### config.mk
export PLATFORM = sky130hd
export DESIGN_NAME = crc32c_record_deframer
export DESIGN_NICKNAME = d
export VERILOG_FILES = /design/src/hw/rtl/crcrd_pkg.sv /design/src/hw/rtl/crcrd_crc_unit.sv /design/src/hw/rtl/crc32c_record_deframer.sv
export VERILOG_INCLUDE_DIRS = /design/src /design/src/hw/rtl
export SDC_FILE = /design/constraint.sdc
export NUM_CORES = 1
export LEC_CHECK = 0
export BUFFER_PORTS_ARGS = -buffer_cell sky130_fd_sc_hd__buf_2
export CAP_MARGIN = 25
export CORE_MARGIN = 2
export CORE_UTILIZATION = 34
export CTS_BUF_LIST = sky130_fd_sc_hd__clkbuf_16
export DETAILED_ROUTE_END_ITERATION = 12
export SETUP_SLACK_MARGIN = 0.2
export SLEW_MARGIN = 30
export SYNTH_ARGS = -nofsm -noshare
export SYNTH_HDL_FRONTEND = slang
export SYNTH_HIERARCHICAL = 1
export SYNTH_SLANG_ARGS = --single-unit
### constraint.sdc
create_clock -name aclk -period 3.7 [get_ports aclk]
set_input_delay 0 -clock aclk [delete_from_list [all_inputs] [get_ports aclk]]
set_output_delay 0 -clock aclk [all_outputs]
set_load 0.02 [all_outputs]
### src/hw/rtl/crc32c_record_deframer_macros.svh
// assertion macros shared by the record deframer rtl
`ifndef CRC32C_RECORD_DEFRAMER_MACROS_SVH
`define CRC32C_RECORD_DEFRAMER_MACROS_SVH

// same-cycle implication, checked while out of reset
`define CRCRD_ASSERT_IMP(name, clk, rstn, ante, cons, msg) \
    name: assert property (@(posedge clk) disable iff (!rstn) (ante) |-> (cons)) \
        else $error(msg);

// next-cycle implication, checked while out of reset
`define CRCRD_ASSERT_NXT(name, clk, rstn, ante, cons, msg) \
    name: assert property (@(posedge clk) disable iff (!rstn) (ante) |=> (cons)) \
        else $error(msg);

`endif

### src/hw/rtl/crcrd_pkg.sv
// shared types, constants and the crc32c byte update for the record deframer
package crcrd_pkg;

    // header layout: checksum, type word, payload length, 4 bytes each
    localparam int unsigned HDR_BYTES = 4 * 3;
    localparam int unsigned HDR_W     = 8 * HDR_BYTES;
    localparam logic [3:0]  HDR_LAST  = 4'(HDR_BYTES - 1);

    // reflected castagnoli crc
    localparam logic [31:0] CRC_POLY = 32'h82F6_3B78;
    localparam logic [31:0] CRC_INIT = 32'hFFFF_FFFF;

    typedef enum logic [1:0] {
        ST_OK  = 2'd0,
        ST_END = 2'd1,
        ST_BAD = 2'd2,
        ST_CRC = 2'd3
    } status_t;

    typedef enum logic {
        PH_HEADER  = 1'b0,
        PH_PAYLOAD = 1'b1
    } phase_t;

    // control from the deframer to the crc unit
    typedef struct packed {
        logic init;
        logic update;
    } crc_ctl_t;

    // one byte through the crc register, lsb first
    function automatic logic [31:0] crc32c_byte(input logic [31:0] crc,
                                                input logic [7:0]  data);
        logic [31:0] c;
        c = crc ^ {24'd0, data};
        for (int i = 0; i < 8; i++) begin
            c = c[0] ? ((c >> 1) ^ CRC_POLY) : (c >> 1);
        end
        return c;
    endfunction

endpackage

### src/hw/rtl/crcrd_crc_unit.sv
// running crc32c register over the payload bytes
module crcrd_crc_unit
    import crcrd_pkg::*;
(
    input  logic        aclk,
    input  logic        aresetn,
    input  crc_ctl_t    ctl,
    input  logic [7:0]  data,
    output logic [31:0] crc_upd
);

    logic [31:0] crc_reg;
    logic [31:0] crc_next;

    // value after folding in the current byte
    assign crc_upd = crc32c_byte(crc_reg, data);

    // next register value
    always_comb begin
        crc_next = crc_reg;
        if (ctl.init) begin
            crc_next = CRC_INIT;
        end else if (ctl.update) begin
            crc_next = crc_upd;
        end
    end

    always_ff @(posedge aclk) begin
        if (!aresetn) begin
            crc_reg <= CRC_INIT;
        end else begin
            crc_reg <= crc_next;
        end
    end

endmodule

### src/hw/rtl/crc32c_record_deframer.sv
// Record deframer: splits a byte stream into crc32c-checked, length-prefixed records.
//
// s_ channel: one stream byte per item (s_byte_value), or an end marker
// (s_stream_end = 1, byte ignored). Each record is a 12-byte little-endian
// header (crc32c of payload, type word, payload length) then the payload.
// m_ channel: zero or one item per input item. Payload bytes come out with
// m_has_byte = 1; the last one also has m_record_end = 1 and status ok or
// checksum error. A type mismatch or a length above MAX_RECORD_LEN gives a
// bad-record item after the last header byte; an empty record closes at once.
// cfg channel: writes the expected type word; always ready, write only while idle.
// Path: an accepted item reaches m_ through the input register, then the result
// register. Throughput: one item per cycle; all per-byte work
// (crc32c byte update, length counter, header compare) sits between the two
// registers. When the receiver stalls, the result register holds, then the
// input register fills and s_ready drops; no item is lost.
// Reset (aresetn low, synchronous): both registers empty, header phase,
// crc preset to all ones, type word 0.
`include "crc32c_record_deframer_macros.svh"

module crc32c_record_deframer
    import crcrd_pkg::*;
#(
    parameter int unsigned MAX_RECORD_LEN = 65535
) (
    input  logic        aclk,
    input  logic        aresetn,
    // configuration
    input  logic        cfg_valid,
    output logic        cfg_ready,
    input  logic [31:0] cfg_record_type,
    // input items
    input  logic        s_valid,
    output logic        s_ready,
    input  logic [7:0]  s_byte_value,
    input  logic        s_stream_end,
    // result items
    output logic        m_valid,
    input  logic        m_ready,
    output logic [7:0]  m_out_byte,
    output logic        m_has_byte,
    output logic        m_record_end,
    output logic [1:0]  m_status
);

    localparam int unsigned LEFT_W    = $clog2(MAX_RECORD_LEN + 1);
    localparam logic [31:0] MAX_LEN_W = 32'(MAX_RECORD_LEN);

    // input register
    logic              in_valid_reg;
    logic [7:0]        in_byte_reg;
    logic              in_end_reg;
    // configuration and framing state
    logic [31:0]       record_type_reg;
    phase_t            phase_reg, phase_next;
    logic [3:0]        hdr_count_reg, hdr_count_next;
    logic [HDR_W-1:0]  hdr_reg, hdr_next;
    logic [LEFT_W-1:0] left_reg, left_next;
    // result register
    logic              m_valid_reg;
    logic [7:0]        m_byte_reg;
    logic              m_has_reg;
    logic              m_end_reg;
    logic [1:0]        m_status_reg;

    logic              advance;
    logic [HDR_W-1:0]  hdr_full;
    logic [31:0]       type_word;
    logic [31:0]       len_word;
    logic              hdr_bad;
    logic              last_byte;
    logic [31:0]       crc_upd;
    logic              crc_ok;
    crc_ctl_t          crc_ctl;
    // combinational result
    logic              r_emit;
    logic [7:0]        r_byte;
    logic              r_has;
    logic              r_end;
    status_t           r_status;

    // handshakes
    assign advance   = in_valid_reg && (!m_valid_reg || m_ready);
    assign s_ready   = !in_valid_reg || advance;
    assign cfg_ready = 1'b1;

    // header as it stands with the current byte shifted in
    assign hdr_full  = {in_byte_reg, hdr_reg[HDR_W-1:8]};
    assign type_word = hdr_full[63:32];
    assign len_word  = hdr_full[95:64];
    assign hdr_bad   = (type_word != record_type_reg) || (len_word > MAX_LEN_W);
    assign last_byte = (left_reg == LEFT_W'(1));
    assign crc_ok    = ((crc_upd ^ CRC_INIT) == hdr_reg[31:0]);

    crcrd_crc_unit u_crc (
        .aclk    (aclk),
        .aresetn (aresetn),
        .ctl     (crc_ctl),
        .data    (in_byte_reg),
        .crc_upd (crc_upd)
    );

    // next framing state
    always_comb begin
        phase_next     = phase_reg;
        hdr_count_next = hdr_count_reg;
        hdr_next       = hdr_reg;
        left_next      = left_reg;
        crc_ctl        = '0;
        if (advance) begin
            if (in_end_reg) begin
                phase_next     = PH_HEADER;
                hdr_count_next = 4'd0;
                crc_ctl.init   = 1'b1;
            end else begin
                unique case (phase_reg)
                    PH_HEADER: begin
                        hdr_next = hdr_full;
                        if (hdr_count_reg == HDR_LAST) begin
                            hdr_count_next = 4'd0;
                            crc_ctl.init   = 1'b1;
                            if (!hdr_bad && (len_word != 32'd0)) begin
                                phase_next = PH_PAYLOAD;
                                left_next  = len_word[LEFT_W-1:0];
                            end
                        end else begin
                            hdr_count_next = hdr_count_reg + 4'd1;
                        end
                    end
                    PH_PAYLOAD: begin
                        crc_ctl.update = 1'b1;
                        left_next      = left_reg - LEFT_W'(1);
                        if (last_byte) begin
                            phase_next = PH_HEADER;
                        end
                    end
                    default: begin
                        phase_next = PH_HEADER;
                    end
                endcase
            end
        end
    end

    // result for the item in the input register
    always_comb begin
        r_emit   = 1'b0;
        r_byte   = 8'd0;
        r_has    = 1'b0;
        r_end    = 1'b0;
        r_status = ST_OK;
        if (in_end_reg) begin
            r_emit   = 1'b1;
            r_end    = 1'b1;
            r_status = ST_END;
        end else begin
            unique case (phase_reg)
                PH_HEADER: begin
                    if (hdr_count_reg == HDR_LAST) begin
                        if (hdr_bad) begin
                            r_emit   = 1'b1;
                            r_end    = 1'b1;
                            r_status = ST_BAD;
                        end else if (len_word == 32'd0) begin
                            r_emit   = 1'b1;
                            r_end    = 1'b1;
                            r_status = (hdr_full[31:0] == 32'd0) ? ST_OK : ST_CRC;
                        end
                    end
                end
                PH_PAYLOAD: begin
                    r_emit = 1'b1;
                    r_byte = in_byte_reg;
                    r_has  = 1'b1;
                    r_end  = last_byte;
                    if (last_byte && !crc_ok) begin
                        r_status = ST_CRC;
                    end
                end
                default: begin
                    r_emit = 1'b0;
                end
            endcase
        end
    end

    // control registers
    always_ff @(posedge aclk) begin
        if (!aresetn) begin
            in_valid_reg    <= 1'b0;
            m_valid_reg     <= 1'b0;
            phase_reg       <= PH_HEADER;
            hdr_count_reg   <= 4'd0;
            left_reg        <= '0;
            record_type_reg <= 32'd0;
        end else begin
            if (s_ready) begin
                in_valid_reg <= s_valid;
            end
            if (!m_valid_reg || m_ready) begin
                m_valid_reg <= advance && r_emit;
            end
            phase_reg     <= phase_next;
            hdr_count_reg <= hdr_count_next;
            left_reg      <= left_next;
            if (cfg_valid && cfg_ready) begin
                record_type_reg <= cfg_record_type;
            end
        end
    end

    // payload registers
    always_ff @(posedge aclk) begin
        if (s_valid && s_ready) begin
            in_byte_reg <= s_byte_value;
            in_end_reg  <= s_stream_end;
        end
        hdr_reg <= hdr_next;
        if (advance && r_emit) begin
            m_byte_reg   <= r_byte;
            m_has_reg    <= r_has;
            m_end_reg    <= r_end;
            m_status_reg <= r_status;
        end
    end

    assign m_valid      = m_valid_reg;
    assign m_out_byte   = m_byte_reg;
    assign m_has_byte   = m_has_reg;
    assign m_record_end = m_end_reg;
    assign m_status     = m_status_reg;

    // checks on framing state and results
    `CRCRD_ASSERT_IMP(a_payload_count_zero, aclk, aresetn, phase_reg == PH_PAYLOAD, hdr_count_reg == 4'd0, "header count not cleared in payload phase")
    `CRCRD_ASSERT_IMP(a_payload_left_nonzero, aclk, aresetn, phase_reg == PH_PAYLOAD, left_reg != '0, "payload phase with no bytes left")
    `CRCRD_ASSERT_IMP(a_count_range, aclk, aresetn, 1'b1, hdr_count_reg <= HDR_LAST, "header count past the last header byte")
    `CRCRD_ASSERT_IMP(a_open_item_has_byte, aclk, aresetn, m_valid_reg && !m_end_reg, m_has_reg && (m_status_reg == ST_OK), "non-closing item without a byte or with a status")
    `CRCRD_ASSERT_NXT(a_end_resyncs, aclk, aresetn, advance && in_end_reg, (phase_reg == PH_HEADER) && m_valid_reg && (m_status_reg == ST_END), "stream end did not resync and report")

endmodule
---- After elaboration in Yosys (flattened, before gate mapping) ----
Index checks and enable logic that the tools add are counted.
operators by class
  $add $sub $neg .......................... 2
  $lt $le $gt $ge ......................... 1
  eq/ne operators ......................... 7
  mux-type cells .......................... 37
  bitwise gates (word level) .............. 13
  reductions and logical operators ........ 20
operators by type and width
  operator                                                                count
  32-bit two-way mux                                                      8
  16-bit NOT with 17-bit output                                           8
  32-bit logical NOT                                                      2
  32-bit equality test                                                    1
  32-bit by 16-bit > comparator with 1-bit output, second input constant  1
  16-bit two-way mux                                                      2
  32-bit inequality test                                                  1
  32-bit NOT                                                              1
  16-bit case mux with 2 select lines                                     1
  32-bit nonzero test                                                     1
  32-bit by 8-bit bitwise XOR with 32-bit output                          1
  16-bit by 1-bit equality test with 1-bit output, second input constant  1
  16-bit by 1-bit subtractor with 16-bit output, second input constant    1
  1-bit two-way mux                                                       13
  2-bit two-way mux                                                       6
  4-bit two-way mux                                                       3
  2-bit inequality test, second input constant                            3
  1-bit case mux with 2 select lines                                      3
  1-bit logical AND                                                       5
  4-bit by 1-bit adder with 4-bit output, second input constant           1
  4-bit equality test, second input constant                              1
  1-bit logical NOT                                                       4
  2-bit case mux with 2 select lines                                      1
  4-bit AND reduction                                                     1
  other kinds (5)                                                         10
storage, ports and cells
  register bits ........................... 204
  input bits .............................. 46
  output and inout port bits .............. 15
  logic and storage cells ................. 94

---- Longest topological paths before layout ----
Gate-level depths: netlist of the first run.
  word-level depth ........................ 23
  gate-level depth with buffers ........... 10
  depth with buffers taken out ............ 10

---- By module ----
The synthesis of the first run kept the hierarchy.
by module, submodules not included
  module                  times used  cells each  area each (µm²)  sequential area each (µm²)
  crc32c_record_deframer  1           536         7010.5           4614.4
  crcrd_crc_unit          1           201         2117.0           640.6

---- Least setup slack after synthesis of the first run ----
OpenSTA, ideal clock, no wires.
  path type ............................... flip-flop to flip-flop
  start point ............................. register phase_reg
  end point ............................... register hdr_count_reg[3]
  setup time .............................. 0.077 ns
  data arrival time ....................... 3.033 ns
  data required time ...................... 3.623 ns
  slack ................................... 0.589 ns
  stages on the path, launching flop included .. 7
  buffers on the path ..................... 1
  clock period less this slack ............ 3.111 ns
  cell sequence ........................... dfxtp_1 > clkbuf_1 > nor2_1 > nand3_1 > inv_1 > nand3_1 > a31oi_1
on the way
  cells in the longest elaborated chain, start to end .. 2
RTL lines
  what                             line                           text
  from (decl)                      crc32c_record_deframer.sv:54   phase_t phase_reg, phase_next;
  from (signal assigned)           crc32c_record_deframer.sv:202  phase_reg <= phase_next;
  2-bit inequality test (no line)  --
  2-bit AND reduction (no line)    --
  to (signal assigned)             crc32c_record_deframer.sv:203  hdr_count_reg <= hdr_count_next;
  to (decl)                        crc32c_record_deframer.sv:55   logic [3:0] hdr_count_reg, hdr_count_next;
No other way between the ends.
A chain may end at the register's enable or synchronous reset.

---- Final worst setup path of the first run ----
  start point ............................. register in_byte_reg[2]
  end point ............................... register m_status_reg[1] (netlist: m_status[1]) (data pin)
on the way
  elaborated cells on any way between the ends .. 26
  classes of those cells .................. order compare: 1; eq/ne: 1; mux: 13; bitwise: 7; reduce/logical: 4
RTL lines
  what                                            line                           text
  from (decl)                                     crc32c_record_deframer.sv:50   logic [7:0] in_byte_reg;
  from (signal assigned)                          crc32c_record_deframer.sv:214  in_byte_reg <= s_byte_value;
  32-bit by 8-bit bitwise XOR with 32-bit output  crcrd_pkg.sv:35                c = crc ^ {24'd0, data};
  32-bit two-way mux (8 in series)                crcrd_pkg.sv:37                c = c[0] ? ((c >> 1) ^ CRC_POLY) : (c >> 1);
  via crc_upd[26]                                 crc32c_record_deframer.sv:71   logic [31:0] crc_upd;
  32-bit NOT (no line)                            --
  32-bit equality test                            crc32c_record_deframer.sv:92   assign crc_ok = ((crc_upd ^ CRC_INIT) == hdr_reg[31:0]);
  1-bit logical NOT                               crc32c_record_deframer.sv:175  if (last_byte && !crc_ok) begin
  1-bit logical AND                               crc32c_record_deframer.sv:175
  2-bit two-way mux                               crc32c_record_deframer.sv:175
  2-bit case mux with 2 select lines              crc32c_record_deframer.sv:156  unique case (phase_reg)
  to (signal assigned)                            crc32c_record_deframer.sv:222  m_status_reg <= r_status;
  to (decl)                                       crc32c_record_deframer.sv:63   logic [1:0] m_status_reg;
The timed path passes the listed nets, and every way through them passes these cells.

==> metrics.cfg, run 1 <==
[run_status]
status = complete, no violations

[timing]
whs_ps = 211
timing_max_transition_violations_final = 0
period_needed_ps = 3300
hold_violations = 0
tns_ps = 0
clock_skew_ps = 7.88
tightest_slew_ps = 994
final.period_utilization_pct = 89.3
relSlewSlack_pct = 33.7
rsz0062_at_grt = no
fmax_mhz = 303
finalSetupViolations = 0

[synthesis]
ys_seq_area_share_pct = 57.6
ys_seq_elements = 204
yosys.area.top_type = edfxtp_1
avgSynthCellArea_um2 = 12.4
synth_nets = 786
ys_top_cells_by_area = edfxtp_1 38%, dfxtp_1 19%, xnor2_1 7.6%
synth_top_area_share_pct = 38.5
async_reset_ff_share_pct = 0
synth_edf_count = 117
synth_cell_type_count = 59
syn_inst = 737
ys_warn_count = 6
synth_ff_type = edfxtp_1
netlist_area_um2 = 9130

[cts]
cts_tree = done
htree_levels = 1
cts_root_buf = clkbuf_16
path_clk_slew_ps = 60
clkLatencyLatePin_ps = 510
cts_made_buffers = 24
cts_max_path_buffers = 3
post_cts_buffers = 0
clock-sinks = 204

[critical_path]
path_class = flip-flop to flip-flop
cp_max_fo = 6
critPathLaunchType = flip-flop
worstPathArrival_ps = 3540
crit_required_ps = 3940
end_kind = flip-flop

[detailed_routing]
drc = 0
drtAntennaViolNets = 0
wl_per_cell_um = 17.5
num_vias = 5826
wl_mm = 21.0
first_iter_violations = 365
via_per_inst = 4.85
drt_first_pass_iters = 5

[finish]
largest_reg_flops = 96
insertedDiodeCount = 0
areaGrowthSynthToFinish_pct = 20.9
final_nets = 897
drive_gt1_share_pct = 15.5

[floorplanning]
io_pins = 61
die_area_um2 = 28200
initial_core_util_pct = 34.8
fp-row-count = 59
die_y_um = 168
core_um2 = 26200
die_w_um = 168

[placed_design]
gp_congestion = 0.844
place_hpwl_mm = 14.7
io_buffers = 59

[global_routing]
antenna_found_initial = 0
grt_pass1_vias = 5907
grt_use_total_pct = 14.7
grt_max_degree = 49
grt.overflow.total = 0
grt_first_pass_wirelength_mm = 32.6

[power_and_ir_drop]
power.leakage_nw = 4.18
powerDensity_nw_per_um2 = 482
worst_ir_drop_vdd_mv = 0.245

[job]
drv_cap = 0

[hold_path]
worstHoldPathType = input port to flip-flop

-- worst paths after layout --
path / from / end / slack (ps) / cells after the start
setup / recovery: in_byte_reg[2] / m_status[1] / 400 / 10
setup reg to reg: in_byte_reg[2] / m_status[1] / 400 / 10
hold reg to reg: hdr_reg[32] / hdr_reg[24] / 450 / 0
hold / removal: s_byte_value[3] / in_byte_reg[3] / 210 / 2
-- synthesized netlist by cell type (10+ instances only) --
cell type and number:
nor2_1 74, and2_1 10, dfxtp_1 87, o21ai_0 22, inv_1 12, a211o_1 11, clkbuf_1 23, a31oi_1 10
nand2_1 27, edfxtp_1 117, a21oi_1 23, nor4_1 33, nor2b_1 18, xor2_1 35, xnor2_1 79, mux2i_1 34
-- final cells by class --
cell class	instances	area (µm²)
multi-input cells	491	3720
fillers	2429	15200
clock buffers	25	626
inverters	12	46.3
well taps	335	419
clock inverters	19	133
repair buffers	115	841
flip-flops and latches	204	5260
-- report_power, final --
| part | switching (mW) | internal [mW] | leakage (nW) |
|---|---|---|---|
| clock | 0.892 | 1.35 | 0.407 |
| combinational | 0.295 | 0.275 | 1.96 |
| sequential | 0.0544 | 2.46 | 1.81 |
-- layout by cell type (no fill, tap or decap), types with 3 or more instances in the layout --
master	n
ha_1	3
mux2i_1	34
a211o_1	11
xor2_1	35
o21ai_0	22
a21bo_2	7
edfxtp_1	117
clkinv_2	5
buf_4	10
xnor2_4	5
dfxtp_1	87
a21oi_1	23
nor2b_1	17
nor3_1	8
clkbuf_16	25
nand3b_1	6
nand2_1	27
a31oi_1	10
nand4b_1	3
nor2_1	74
and2_1	10
nand3_1	8
or3_1	3
a311o_1	4
xnor3_1	9
nand4_1	9
buf_2	59
nor4_1	33
inv_1	20
xnor2_1	78
o211ai_1	4
nand2b_1	5
dlygate4sd3_1	45
xnor2_2	9
-- repair_timing --
item                                    4_1_cts  5_1_grt
hold buffers                                 45        0
endpoints found under the hold margin        50        0
endpoints found under the setup margin        0        2
resized for setup                             0        1
-- metal layers --
layer	share of wire [%]	GRT usage, %	vias to the layer above
met5	0	0	-
met4	1.7	3.63	0
met1	45	19.5	2789
li1	-	-	2879
met2	49	25.4	128
met3	4.3	2.30	30
-- worst max-delay path, cell delays in order, from the launching register on --
cell      delay [ps]
edfxtp_1         520
xnor2_4          320
inv_1            160
xnor3_2          500
xor2_2           200
xnor2_1          350
xnor2_1          120
nor4_1           290
nand4_1          110
o21ai_0          300
a31oi_1          140
-- stage by stage --
step / setup WS, ps / utilization (%) / cell area [µm²] / power [mW] / instances
4_1_cts: 275 / 42.1 / 11000 / 5.38 / 1201
3_5_place_dp: 305 / 37.5 / 9820 / 3.09 / 1112
5_1_grt: 226 / 42.1 / 11000 / 5.52 / 1201
3_3_place_gp: 297 / 37.5 / 9820 / 3.09 / 1112
2_1_floorplan: 589 / - / 9130 / 2.93 / 737
6_report: 396 / 42.1 / 11000 / 5.32 / 1201
-- cell families after synthesis --
kind of cell,synth area share (%)
multiplexers,3.73
other,0.0411
buffers and inverters,1.80
AND/OR/NAND/NOR,12.4
AO/OA/AOI/OAI,7.21
XOR/XNOR,16.8
adder cells (fa/ha/maj),0.411
flip-flops,57.6
(Power assumes the default switching activity.)
==> run 2, diff against run 1 <==
GPL_TIMING_DRIVEN = 0   (was default)
clock period = 2.9 ns   (was 3.7 ns; I/O delays follow)
==> metrics.cfg, run 2 (synthesized netlist as in run 1, its figures left out) <==
[critical_path]
path_class = flip-flop to flip-flop
cp_max_fo = 3  ; -3
cpMaxStageDelayCell = edfxtp_1
crit_required_ps = 3150  ; -790 ps
cp_common_cell = buf_4
cp_top_family = XOR/XNOR gates
worstPathArrival_ps = 3150  ; -390 ps
end_kind = flip-flop
cpPeakStageDelay_ps = 480  ; -40 ps
cp_cell_sequence = xnor2_4, buf_4, buf_4, xnor3_1, xor2_1, xnor2_1, nor4_2, nand4_1, o21ai_2, o211ai_1
path_buf_inv = 2  ; +1
critPathLaunchType = flip-flop
ff2ff_setup_slack_ps = 2  ; -390 ps

[finish]
areaGrowthSynthToFinish_pct = 31.9
fill_cells = 2290  ; -5.7%
layout_commonest_cell = edfxtp_1
layoutNonFillerInstCount = 1276  ; +6.2%
final_nets = 973  ; +8.5%
layout_common_cells = 117 x edfxtp_1, 85 x dfxtp_1, 74 x nor2_1
multi_input_area_um2 = 4080  ; +9.8%
final_area_um2 = 12000  ; +9.1%
fin_util_pct = 45.9  ; +3.8 points
seqCellArea_um2 = 5260  ; about the same
largest_reg_flops = 96  ; unchanged
drive_gt1_share_pct = 23.6  ; +8.1 points
insertedDiodeCount = 0  ; unchanged

[placed_design]
io_buffers = 58  ; -1.7%
place_inst = 1133  ; +1.9%
placed_area_um2 = 9920  ; +1.0%
gp_congestion = 0.863  ; +2.2%
place_hpwl_mm = 15.4  ; +4.5%

[cts]
clkLatencyLatePin_ps = 520  ; about the same
cts_tree = done
htree_levels = 1  ; unchanged
path_clk_slew_ps = 60  ; about the same
cts_made_buffers = 23  ; -4.2%
cts_max_path_buffers = 3  ; unchanged
clock-sinks = 204  ; unchanged
cts_root_buf = clkbuf_16

[power_and_ir_drop]
power.total_mw = 7.09  ; +33%
powerDensity_nw_per_um2 = 589  ; +22%
worst_ir_drop_vdd_mv = 0.333  ; +36%
power.leakage_nw = 4.61  ; +10%

[global_routing]
grt_pass1_vias = 6274  ; +6.2%
grt_max_degree = 32  ; -35%
grt.overflow.total = 0  ; unchanged
grt_use_total_pct = 16.0  ; +1.2 points
grt_first_pass_wirelength_mm = 35.0  ; +7.6%
antenna_found_initial = 1  ; +1

[timing]
period_needed_ps = 2900  ; -406 ps
fmax_mhz = 345  ; +14%
relSlewSlack_pct = 44.1  ; +10 points
hold_violations = 0  ; unchanged
tightest_slew_ps = 839  ; -155 ps
clock_skew_ps = 15.3  ; +7.42 ps
finalSetupViolations = 0  ; unchanged
timing_max_transition_violations_final = 0  ; unchanged
final.period_utilization_pct = 99.9  ; +11 points
rsz0062_at_grt = yes

[floorplanning]
io_pins = 61  ; unchanged
die_y_um = 168  ; unchanged
die_w_um = 168  ; unchanged
core_um2 = 26200  ; unchanged
initial_core_util_pct = 34.8  ; unchanged
die_area_um2 = 28200  ; unchanged
fp-row-count = 59  ; unchanged

[detailed_routing]
via_per_inst = 4.92  ; +1.5%
num_vias = 6280  ; +7.8%
drt_first_pass_iters = 4  ; -1
first_iter_violations = 365  ; unchanged
wl_mm = 22.7  ; +8.1%
wl_per_cell_um = 17.8  ; +1.7%
drc = 0  ; unchanged
drtAntennaViolNets = 0  ; unchanged

[hold_path]
worstHoldPathType = input port to flip-flop

[run_status]
status = complete, no violations

[job]
drv_cap = 0  ; unchanged

-- run 2: cell types whose count changed in the layout (fill, tap and decap cells not counted), sizes merged --
cell         change
buf             +52
clkbuf          +22
dlygate4sd3      +2
inv              -2
bufinv           +1
clkinv           -1
clkinvlp         +1
-- run 2: final timing paths --
check                   endpoint            start  cells past startpoint
setup / recovery     m_status[0]   in_byte_reg[4]                     10
hold reg to reg      hdr_reg[24]      hdr_reg[32]                      0
setup reg to reg     m_status[0]   in_byte_reg[4]                     10
hold / removal    in_byte_reg[6]  s_byte_value[6]                      2
-- run 2: per-stage QoR --
| stage | setup slack (ps) | hold WS (ps) | setup TNS [ps] |
|---|---|---|---|
| floorplan | 223 | 98.9 | 0 |
| global placement | -691 | 181 | -72030 |
| detailed placement | -547 | 179 | -3510 |
| CTS | 34.1 | 184 | 0 |
| global route | -120 | 199 | -294 |
| finish | 2.47 | 206 | 0 |
-- run 2: timing repair --
item,4_1_cts,5_1_grt
pin swaps,24,12
hold buffers,47,0
endpoints found under the setup margin,32,84
endpoints found under the hold margin,48,0
resized for setup,46,26
buffers inserted,40,12
gates cloned,0,2
-- run 2: cell type report --
cell class	instances	share of cell area, %
plain buffers	30	1.16
clock buffers	24	4.99
clock inverters	18	1.45
inverters	12	0.405
multi-input cells	491	33.9
flip-flops and latches	204	43.7
well taps	335	3.48
repair buffers	162	10.9
-- run 2: per-layer routing --
layer  wire length, µm  track usage (%)  vias up
met3              1110             2.56       34
li1                  -                -     3046
met5                 7                0        -
met1              9950             21.0     3054
met4               442             4.61        2
met2             11200             27.3      144
-- run 2: report_power, final --
group	leakage [nW]	internal [mW]	switching (mW)
Combinational	2.40	0.487	0.460
Clock	0.401	1.78	1.17
Sequential	1.81	3.13	0.0651
-- run 2: worst reg2reg max path, delay by kind of cell, from the launching register on --
family / cells / cell delay [ps]
buf+inv: 2 / 330
xor+xnor: 4 / 1020
flops: 1 / 480
compound gates: 2 / 310
simple gates: 2 / 510
